===== config.mk =====
export PLATFORM = sky130hd
export DESIGN_NAME = mcgs_mul
export DESIGN_NICKNAME = d
export VERILOG_FILES = /design/src/rtl/mcgs_pkg.sv /design/src/rtl/mcgs_mul.sv
export SDC_FILE = /design/constraint.sdc
export NUM_CORES = 2
export LEC_CHECK = 0
export BUFFER_PORTS_ARGS = -buffer_cell sky130_fd_sc_hd__buf_2
export CAP_MARGIN = 20
export CORE_ASPECT_RATIO = 1.5
export CORE_MARGIN = 4
export CORE_UTILIZATION = 39
export DETAILED_ROUTE_END_ITERATION = 10
export PLACE_DENSITY = 0.66
export SLEW_MARGIN = 5
export SYNTH_ARGS = -nofsm -noshare
export SYNTH_HDL_FRONTEND = slang
export SYNTH_SLANG_ARGS = --single-unit

===== constraint.sdc =====
create_clock -name vclk -period 23.9
set_input_delay 3.585 -clock vclk [all_inputs]
set_output_delay 3.585 -clock vclk [all_outputs]
set_load 0.005 [all_outputs]

===== src/rtl/mcgs_pkg.sv =====
// Shared types, codes and chain tables for the Gillespie stepper.
package mcgs_pkg;

    localparam int NUM_RATES    = 40;
    localparam int NUM_STATES   = 32;
    localparam int DECODE_LIMIT = 23;
    localparam int DIV_N        = 62;
    localparam int DIV_D        = 35;

    localparam logic [31:0] LN2_Q32 = 32'hB17217F8;

    typedef enum logic [1:0] {
        CMD_LOAD  = 2'd0,
        CMD_SET   = 2'd1,
        CMD_STEP  = 2'd2,
        CMD_SPARE = 2'd3
    } t_cmd;

    typedef struct packed {
        logic [1:0]  cmd;
        logic [5:0]  rate_index;
        logic [31:0] rate_value;
        logic [4:0]  start_state;
        logic [31:0] r_time;
        logic [31:0] r_pick;
    } t_in_item;

    typedef struct packed {
        logic [4:0]  state_now;
        logic [63:0] dwell_time;
        logic        finished;
        logic [63:0] decode_span;
        logic [63:0] transl_span;
    } t_out_item;

    // exits of a state are contiguous in transition numbering
    localparam logic [5:0] EXIT_START [NUM_STATES] = '{
        6'd0,  6'd4,  6'd5,  6'd7,  6'd9,  6'd10, 6'd11, 6'd0,
        6'd0,  6'd13, 6'd15, 6'd17, 6'd18, 6'd19, 6'd0,  6'd0,
        6'd21, 6'd23, 6'd25, 6'd26, 6'd27, 6'd29, 6'd30, 6'd31,
        6'd33, 6'd34, 6'd35, 6'd36, 6'd37, 6'd38, 6'd39, 6'd0};

    localparam logic [2:0] EXIT_COUNT [NUM_STATES] = '{
        3'd4, 3'd1, 3'd2, 3'd2, 3'd1, 3'd1, 3'd2, 3'd0,
        3'd0, 3'd2, 3'd2, 3'd1, 3'd1, 3'd2, 3'd0, 3'd0,
        3'd2, 3'd2, 3'd1, 3'd1, 3'd2, 3'd1, 3'd1, 3'd2,
        3'd1, 3'd1, 3'd1, 3'd1, 3'd1, 3'd1, 3'd1, 3'd0};

    localparam logic [4:0] TR_TO [NUM_RATES] = '{
        5'd1,  5'd2,  5'd9,  5'd16, 5'd0,  5'd0,  5'd3,  5'd2,  5'd4,  5'd5,
        5'd6,  5'd0,  5'd21, 5'd0,  5'd10, 5'd9,  5'd11, 5'd12, 5'd13, 5'd0,
        5'd21, 5'd0,  5'd17, 5'd16, 5'd18, 5'd19, 5'd20, 5'd0,  5'd21, 5'd22,
        5'd23, 5'd22, 5'd24, 5'd25, 5'd26, 5'd27, 5'd28, 5'd29, 5'd30, 5'd31};

endpackage


===== src/rtl/mcgs_mul.sv =====
// Shared 32 x 32 unsigned multiplier.
module mcgs_mul
    import mcgs_pkg::*;
(
    input  logic [31:0] i_a,
    input  logic [31:0] i_b,
    output logic [63:0] o_p
);

    assign o_p = 64'(i_a) * 64'(i_b);

endmodule


==> flow_metrics.tcl <==
set metrics [dict create \
    dr.pass1.iters 7 \
    synthXorXnorAreaFrac_pct 1.66 \
    die-area_sq_mm 0.0903 \
    synth_compound_area_share_pct 4.23 \
    setup_slack_ns 8.50 \
    wl_met1_mm 32.0 \
    viasPerCell 5.24 \
    synth_top_family_by_area "adder cells" \
    final_cell_mix "896 x fa_1, 869 x inv_1, 599 x and2_1" \
    final_common_cell "fa_1" \
    cts_hold_buf 0 \
    grt_pass1_vias 27850 \
    worst-path-buf-inv 4 \
    final_nets 4843 \
    finalCriticalPeriod_ns 15.40 \
    synth-simple-area-share_pct 18.1 \
    grt_max_degree 33 \
    synth_warnings 0 \
    wl_met3_mm 4.70 \
    max-cap-violations 0 \
    die_w_um 247 \
    place_congestion 0.904 \
    seq_cell_count 0 \
    ys_seq_area_share_pct 0 \
    synthAdderAreaFrac_pct 63.7 \
    slew_viol_final 0 \
    cp_slowest_cell "buf_2" \
    status "finished clean" \
    drt_iter0_markers 1444 \
    syn_area_sq_mm 0.0333 \
    die_height_um 366 \
    finalHoldViolCount 0 \
    syn_nets 4920 \
    syn_to_final_growth_pct 3.98 \
    period_share_pct 64.4 \
    hp-class "in -> out" \
    dr_total_vias 24886 \
    rsz0062_at_grt "false" \
    ant_nets 0 \
    place_ws_ns 8.82 \
    max_stage_delay_ns 0.67 \
    regArea_sq_um 0 \
    netlist.area_leader.share_pct 53.8 \
    cp.required_ns 20.32 \
    cpLargestDelayFamily "adder cells" \
    netlist_top_cells_area "fa_1 54%, and2_1 11%, ha_1 9.9%" \
    core_area_sq_mm 0.0849 \
    drcViolationCount 0 \
    row_count 131 \
    path_common_cell "fa_1" \
    fmax_mhz 64.9 \
    avgSynthCellArea_sq_um 9.02 \
    yosys.area.top_type "fa_1" \
    cts_resized 0 \
    drive_gt1_share_pct 4.48 \
    overflow 0 \
    max-slew-margin-rel_pct 38.7 \
    crit_type "in -> out" \
    clock_buffers 0 \
    crit_chain "buf_2 > and2_1 > fa_1 > inv_1 > fa_1 > fa_1 > fa_1 > inv_1 > fa_1 > ha_1 > fa_1 > fa_1 > ha_1 > a21oi_1 > o21ai_0 > a22oi_1 > o211ai_1 > nand3_1 > a21oi_1 > a211oi_1 > o21ai_0 > xor2_1 > buf_2" \
    worst_pin_slew_ns 0.920 \
    io_buffers 128 \
    setup_viol 0 \
    endpoint_kind "output pin" \
    met2_length_mm 51.9 \
    final.setup.tns_ns 0 \
    ys_types 56 \
    post_cts_buffers 0 \
    grt_usage_pct 22.1 \
    num_io_pins 128 \
    antenna_found_initial 3 \
    drt_wl_total_mm 98.3 \
    synth_cells 3697 \
    yosys-mux-area-fraction_pct 0 \
    highest_layer "met4" \
    crit_arrival_ns 11.82 \
    wl_per_cell_um 20.7 \
    grt_pass1_wl_mm 155 \
    start_util_pct 39.3 \
    hpwlAfterDp_mm 78.0 \
    cp-start-kind "input pin" \
    path_max_fanout 32 \
]
-- logic make-up after synthesis --
| logic type | after synthesis |
|---|---|
| XOR/XNOR | 63 |
| buffers and inverters | 1090 |
| adder cells (fa/ha/maj) | 1159 |
| AND/OR/NAND/NOR | 1171 |
| AO/OA/AOI/OAI | 214 |
-- path summary, 6_finish.rpt --
path,slack (ns),to,start,cells past startpoint
hold / removal,7.93,o_p[0],i_a[0],3
setup / recovery,8.50,o_p[57],i_a[13],23
-- synthesized netlist by cell type, types with 4 or more instances --
cell type	instances
a21boi_0	5
a21o_1	19
a21oi_1	81
a31oi_1	5
and2_1	599
and3_1	5
buf_2	6
clkbuf_1	214
fa_1	896
ha_1	263
inv_1	869
nand2_1	484
nand3_1	7
nand4_1	24
nor2_1	31
nor2b_1	5
nor3_1	5
o21a_1	4
o21ai_0	46
o21bai_1	14
o221ai_1	4
xnor2_1	38
xor2_1	25
-- routing by layer --
layer  vias up  track usage (%)
li1      10499                -
met1     13070             23.5
met2       986             40.2
met3       331             1.83
met4         0             16.7
met5         -                0
-- tightest hold or removal path, delay by kind of cell --
family | cells | cell delay, ns
buffers and inverters | 2 | 0.49
AND/OR/NAND/NOR | 1 | 0.26
-- area by class of cell --
cell class                 count  area, sq um
antenna                        2         5.00
fill                        8543        50200
tap                         1130         1410
multi-input combinational   2607        29200
timing repair buffer         142          746
inverter                     869         3260
-- per-stage QoR --
step,hold WS [ns],std cells,instance area [sq um],util (%)
finish,7.93,4750,34700,40.8
detailed placement,7.91,4748,34700,40.8
CTS,7.91,4748,34700,40.8
global route,7.96,4749,34700,40.8
global placement,7.91,4748,34700,40.8
floorplan,7.29,3697,33300,-
Power is left out: the tool's default activity adds up to more than one toggle a clock period on the data nets, which glitch-free logic cannot reach.
