===== config.mk =====
export PLATFORM = sky130hd
export DESIGN_NAME = mcgs_div
export DESIGN_NICKNAME = d
export VERILOG_FILES = /design/src/rtl/mcgs_pkg.sv /design/src/rtl/mcgs_div.sv
export SDC_FILE = /design/constraint.sdc
export NUM_CORES = 1
export LEC_CHECK = 0
export BUFFER_PORTS_ARGS = -buffer_cell sky130_fd_sc_hd__buf_2
export CAP_MARGIN = 40
export CORE_ASPECT_RATIO = 1.5
export CORE_UTILIZATION = 50
export DETAILED_ROUTE_END_ITERATION = 7
export HOLD_SLACK_MARGIN = 0.06
export PLACE_DENSITY = 0.74
export SLEW_MARGIN = 20
export SYNTH_ARGS = -nofsm -noshare
export SYNTH_HDL_FRONTEND = slang
export SYNTH_SLANG_ARGS = --single-unit

===== constraint.sdc =====
create_clock -name i_clk -period 4.7 [get_ports i_clk]
set_input_delay 0.705 -clock i_clk [delete_from_list [all_inputs] [get_ports i_clk]]
set_output_delay 0.705 -clock i_clk [all_outputs]
set_load 0.01 [all_outputs]

===== src/rtl/mcgs_pkg.sv =====
// Shared types, codes and chain tables for the Gillespie stepper.
package mcgs_pkg;

    localparam int NUM_RATES    = 40;
    localparam int NUM_STATES   = 32;
    localparam int DECODE_LIMIT = 23;
    localparam int DIV_N        = 62;
    localparam int DIV_D        = 35;

    localparam logic [31:0] LN2_Q32 = 32'hB17217F8;

    typedef enum logic [1:0] {
        CMD_LOAD  = 2'd0,
        CMD_SET   = 2'd1,
        CMD_STEP  = 2'd2,
        CMD_SPARE = 2'd3
    } t_cmd;

    typedef struct packed {
        logic [1:0]  cmd;
        logic [5:0]  rate_index;
        logic [31:0] rate_value;
        logic [4:0]  start_state;
        logic [31:0] r_time;
        logic [31:0] r_pick;
    } t_in_item;

    typedef struct packed {
        logic [4:0]  state_now;
        logic [63:0] dwell_time;
        logic        finished;
        logic [63:0] decode_span;
        logic [63:0] transl_span;
    } t_out_item;

    // exits of a state are contiguous in transition numbering
    localparam logic [5:0] EXIT_START [NUM_STATES] = '{
        6'd0,  6'd4,  6'd5,  6'd7,  6'd9,  6'd10, 6'd11, 6'd0,
        6'd0,  6'd13, 6'd15, 6'd17, 6'd18, 6'd19, 6'd0,  6'd0,
        6'd21, 6'd23, 6'd25, 6'd26, 6'd27, 6'd29, 6'd30, 6'd31,
        6'd33, 6'd34, 6'd35, 6'd36, 6'd37, 6'd38, 6'd39, 6'd0};

    localparam logic [2:0] EXIT_COUNT [NUM_STATES] = '{
        3'd4, 3'd1, 3'd2, 3'd2, 3'd1, 3'd1, 3'd2, 3'd0,
        3'd0, 3'd2, 3'd2, 3'd1, 3'd1, 3'd2, 3'd0, 3'd0,
        3'd2, 3'd2, 3'd1, 3'd1, 3'd2, 3'd1, 3'd1, 3'd2,
        3'd1, 3'd1, 3'd1, 3'd1, 3'd1, 3'd1, 3'd1, 3'd0};

    localparam logic [4:0] TR_TO [NUM_RATES] = '{
        5'd1,  5'd2,  5'd9,  5'd16, 5'd0,  5'd0,  5'd3,  5'd2,  5'd4,  5'd5,
        5'd6,  5'd0,  5'd21, 5'd0,  5'd10, 5'd9,  5'd11, 5'd12, 5'd13, 5'd0,
        5'd21, 5'd0,  5'd17, 5'd16, 5'd18, 5'd19, 5'd20, 5'd0,  5'd21, 5'd22,
        5'd23, 5'd22, 5'd24, 5'd25, 5'd26, 5'd27, 5'd28, 5'd29, 5'd30, 5'd31};

endpackage


===== src/rtl/mcgs_div.sv =====
// Restoring divider, one quotient bit per cycle.
module mcgs_div
    import mcgs_pkg::*;
(
    input  logic             i_clk,
    input  logic             i_rst_n,
    input  logic             i_start,
    input  logic [DIV_N-1:0] i_num,
    input  logic [DIV_D-1:0] i_den,
    output logic             o_done,
    output logic [DIV_N-1:0] o_quo
);

    logic [DIV_D-1:0] r_rem;
    logic [DIV_N-1:0] r_quo;
    logic [DIV_D-1:0] r_den;
    logic [5:0]       r_cnt;
    logic             r_busy;
    logic             r_done;
    logic [DIV_D:0]   w_t;
    logic             w_ge;

    assign w_t  = {r_rem, r_quo[DIV_N-1]};
    assign w_ge = w_t >= {1'b0, r_den};

    always_ff @(posedge i_clk) begin
        if (!i_rst_n) begin
            r_busy <= 1'b0;
            r_done <= 1'b0;
            r_cnt  <= '0;
        end else begin
            r_done <= r_busy && (r_cnt == 6'(DIV_N - 1));
            if (i_start && !r_busy) begin
                r_busy <= 1'b1;
                r_cnt  <= '0;
                r_rem  <= '0;
                r_quo  <= i_num;
                r_den  <= i_den;
            end else if (r_busy) begin
                r_rem <= w_ge ? DIV_D'(w_t - {1'b0, r_den}) : w_t[DIV_D-1:0];
                r_quo <= {r_quo[DIV_N-2:0], w_ge};
                r_cnt <= r_cnt + 6'd1;
                if (r_cnt == 6'(DIV_N - 1))
                    r_busy <= 1'b0;
            end
        end
    end

    assign o_done = r_done;
    assign o_quo  = r_quo;

    a_no_restart: assert property (@(posedge i_clk) disable iff (!i_rst_n)
        r_busy |-> !r_done)
        else $error("divider done while busy");

    a_done_once: assert property (@(posedge i_clk) disable iff (!i_rst_n)
        r_done |=> !r_done)
        else $error("divider done held");

    a_cnt_range: assert property (@(posedge i_clk) disable iff (!i_rst_n)
        r_busy |-> r_cnt < 6'(DIV_N))
        else $error("divider count overrun");

endmodule


==> results.ini <==
[logic_synthesis]
yosys-top-cells-area=edfxtp_1 52%, nand2_1 10%, ha_1 6.1%, mux2i_1 3.9%, nor2_1 2.3%
ys_async_sr_fraction=0
yosysTopAreaCellShare=0.519
synth_seq_cells=140
yosysWarnings=0
synthMostInstantiatedCell=nand2_1
synth_area_per_cell_sq_um=10.2
synth_common_cells=211 x nand2_1, 132 x edfxtp_1, 47 x nor2_1
netlist_area_sq_um=7630
seq_area_frac_synth=0.540
netlist-cell-type-count=57
synth_edf_count=132
synth.net_count=888
syn_inst=750
synth_ff_type=edfxtp_1
yosysTopAreaCell=edfxtp_1

[timing]
rsz0062_at_grt=false
slew_headroom=0.486
period_minus_slack_ns=3.76
fin_setup_tns_ns=0
slew_violations=0
hold_violations=0
fin_skew_ns=0.00748
period_share=0.801
worst_pin_slew_ns=0.771
setup_viol=0
fmaxAchievable_mhz=266

[clocking]
path_clk_slew_ns=0.06
cts_setup_buffers=0
cts_sinks=140
ctsResizeCount=0
cts_root_buffer=clkbuf_16
cts_hold_buf=0
cts_buffers=17
clock_path_buffers=2
h-tree-depth=4
clkLatencyLatePin_ns=0.43
cts_tree=yes

[finish]
syn2layout_area_growth_pct=20.8
final_design_area_no_fill_sq_um=9220
num-nets-final=1043
antenna_cells=0
drive_gt1_frac=0.239

[drt]
wl_per_cell_microns=15.5
drc=0
viasPerCell=5.25
detail_route.first_pass.iterations=4
wl_met3_microns=1140
ant_nets=0
vias=5867
highest_layer=met4
routed_wl_microns=17300
met2_wirelength_microns=8940
drt_iter0_markers=257
drt-met1-wl_microns=6850

[min_path]
hp-start=i_den[28]
min_path_cells=1
hp-class=in2reg
min_to=r_den[28]

[pwr]
p_leak_uw=0.00419
power.density_nw_per_um2=411
vdd_ir_drop_max_uv=263

[placement]
place.gp.congestion=0.855
hpwl_microns=12400
io_buffer_count=162
placed_cell_area_sq_um=8630

[global_route]
grt_pass1_vias=5908
antenna_found_initial=0
grt_pass1_wl_microns=27900
grt_usage=0.234
gr-total-overflow=0
grt_max_degree=64

[critical_path]
cp_slowest_cell=a32o_2
worst-path-buf-inv=1
crit_fanout=23
path_delay_family=compound AO/OA/AOI/OAI gates
crit_top_cell=nor2_1
cp_data_required_time_ns=4.86
r2r-end=r_rem[34]
critPathKind=reg2reg
rrSetupSlack_ns=0.94
reg2regPathDepth=11
cp_cell_sequence=ha_1 > nand4_1 > nor2_1 > a2111oi_2 > o22ai_1 > a2111o_1 > nand2_1 > a32o_2 > buf_4 > mux2i_1 > nor2_1
max_stage_delay_ns=0.69
crit_path_start_kind=register
r2r-start=r_rem[23]
worstSetupEndpointType=register
arrival_ns=3.92

[outcome]
status=complete, no violations

[floorplan]
num_rows=55
die-width_microns=103
dieArea_sq_um=15800
core_sq_um=15000
die_h_microns=153
start_util=0.509
pin_count=163

[job]
max-cap-violations=0

cell usage in the layout, fill, tap and decap left out, types with 10 or more instances in the layout:
master | Yosys | final
nand2_1 | 211 | 211
buf_2 | 3 | 162
edfxtp_1 | 132 | 132
nor2_1 | 47 | 47
inv_1 | 42 | 42
ha_1 | 37 | 37
a21oi_1 | 35 | 35
mux2i_1 | 30 | 30
xnor2_1 | 20 | 20
clkbuf_16 | 0 | 19
xor2_1 | 16 | 16
a21o_1 | 15 | 15
nand4_1 | 13 | 13
o21ai_0 | 12 | 12
o21ai_1 | 10 | 10
nor3_1 | 10 | 10
worst max path at each step:
stage,from,end,slack [ns],depth (start not counted)
finish,r_rem[23],r_rem[34],0.94,11
global route,r_rem[23],r_rem[34],0.66,11
CTS,r_rem[18],r_rem[34],0.92,11
detailed placement,r_rem[18],r_rem[8],0.97,11
global placement,r_rem[18],r_rem[11],1.04,11
floorplan,i_rst_n,o_quo[0],1.32,1
state kept, by name, indices dropped and copies added, names as in the netlist:
| signal | cells |
|---|---|
| o_done | 1 |
| o_quo | 62 |
| r_busy | 1 |
| r_cnt | 6 |
| r_den | 35 |
| r_rem | 35 |
kinds of logic after synthesis:
| kind of cell | synth area share |
|---|---|
| buf+inv | 0.0436 |
| mux | 0.0393 |
| xor+xnor | 0.0413 |
| compound gates | 0.0979 |
| simple gates | 0.174 |
| fa+ha+maj | 0.0633 |
| flops | 0.540 |
where the power goes:
part	internal (uW)	total [uW]	switching, uW
Sequential	1510	1570	54.5
Combinational	380	891	511
Clock	781	1330	553
Total	2670	3790	1120
cell type report:
cell class	count	area [sq um]
flip-flops and latches	140	4120
multi-input cells	534	3200
repair buffers	169	896
clock inverters	10	87.6
well taps	199	249
fillers	1340	5780
clock buffers	22	507
inverters	43	161
metal layers:
layer,up-vias,GRT usage
met1,2721,0.264
met2,201,0.410
met3,27,0.0658
met4,0,0.0899
met5,-,0
li1,2918,-
through the flow:
step | setup WS (ns) | hold WS (ns) | util | cells | power, uW
2_1_floorplan | 1.32 | 0.458 | - | 750 | 2270
3_3_place_gp | 1.04 | 0.468 | 0.572 | 1083 | 2460
3_5_place_dp | 0.965 | 0.480 | 0.575 | 1085 | 2480
4_1_cts | 0.923 | 0.439 | 0.615 | 1117 | 3810
5_1_grt | 0.658 | 0.430 | 0.615 | 1117 | 3970
6_report | 0.937 | 0.452 | 0.615 | 1117 | 3790
Note: power is estimated with default switching activity, not from simulation.
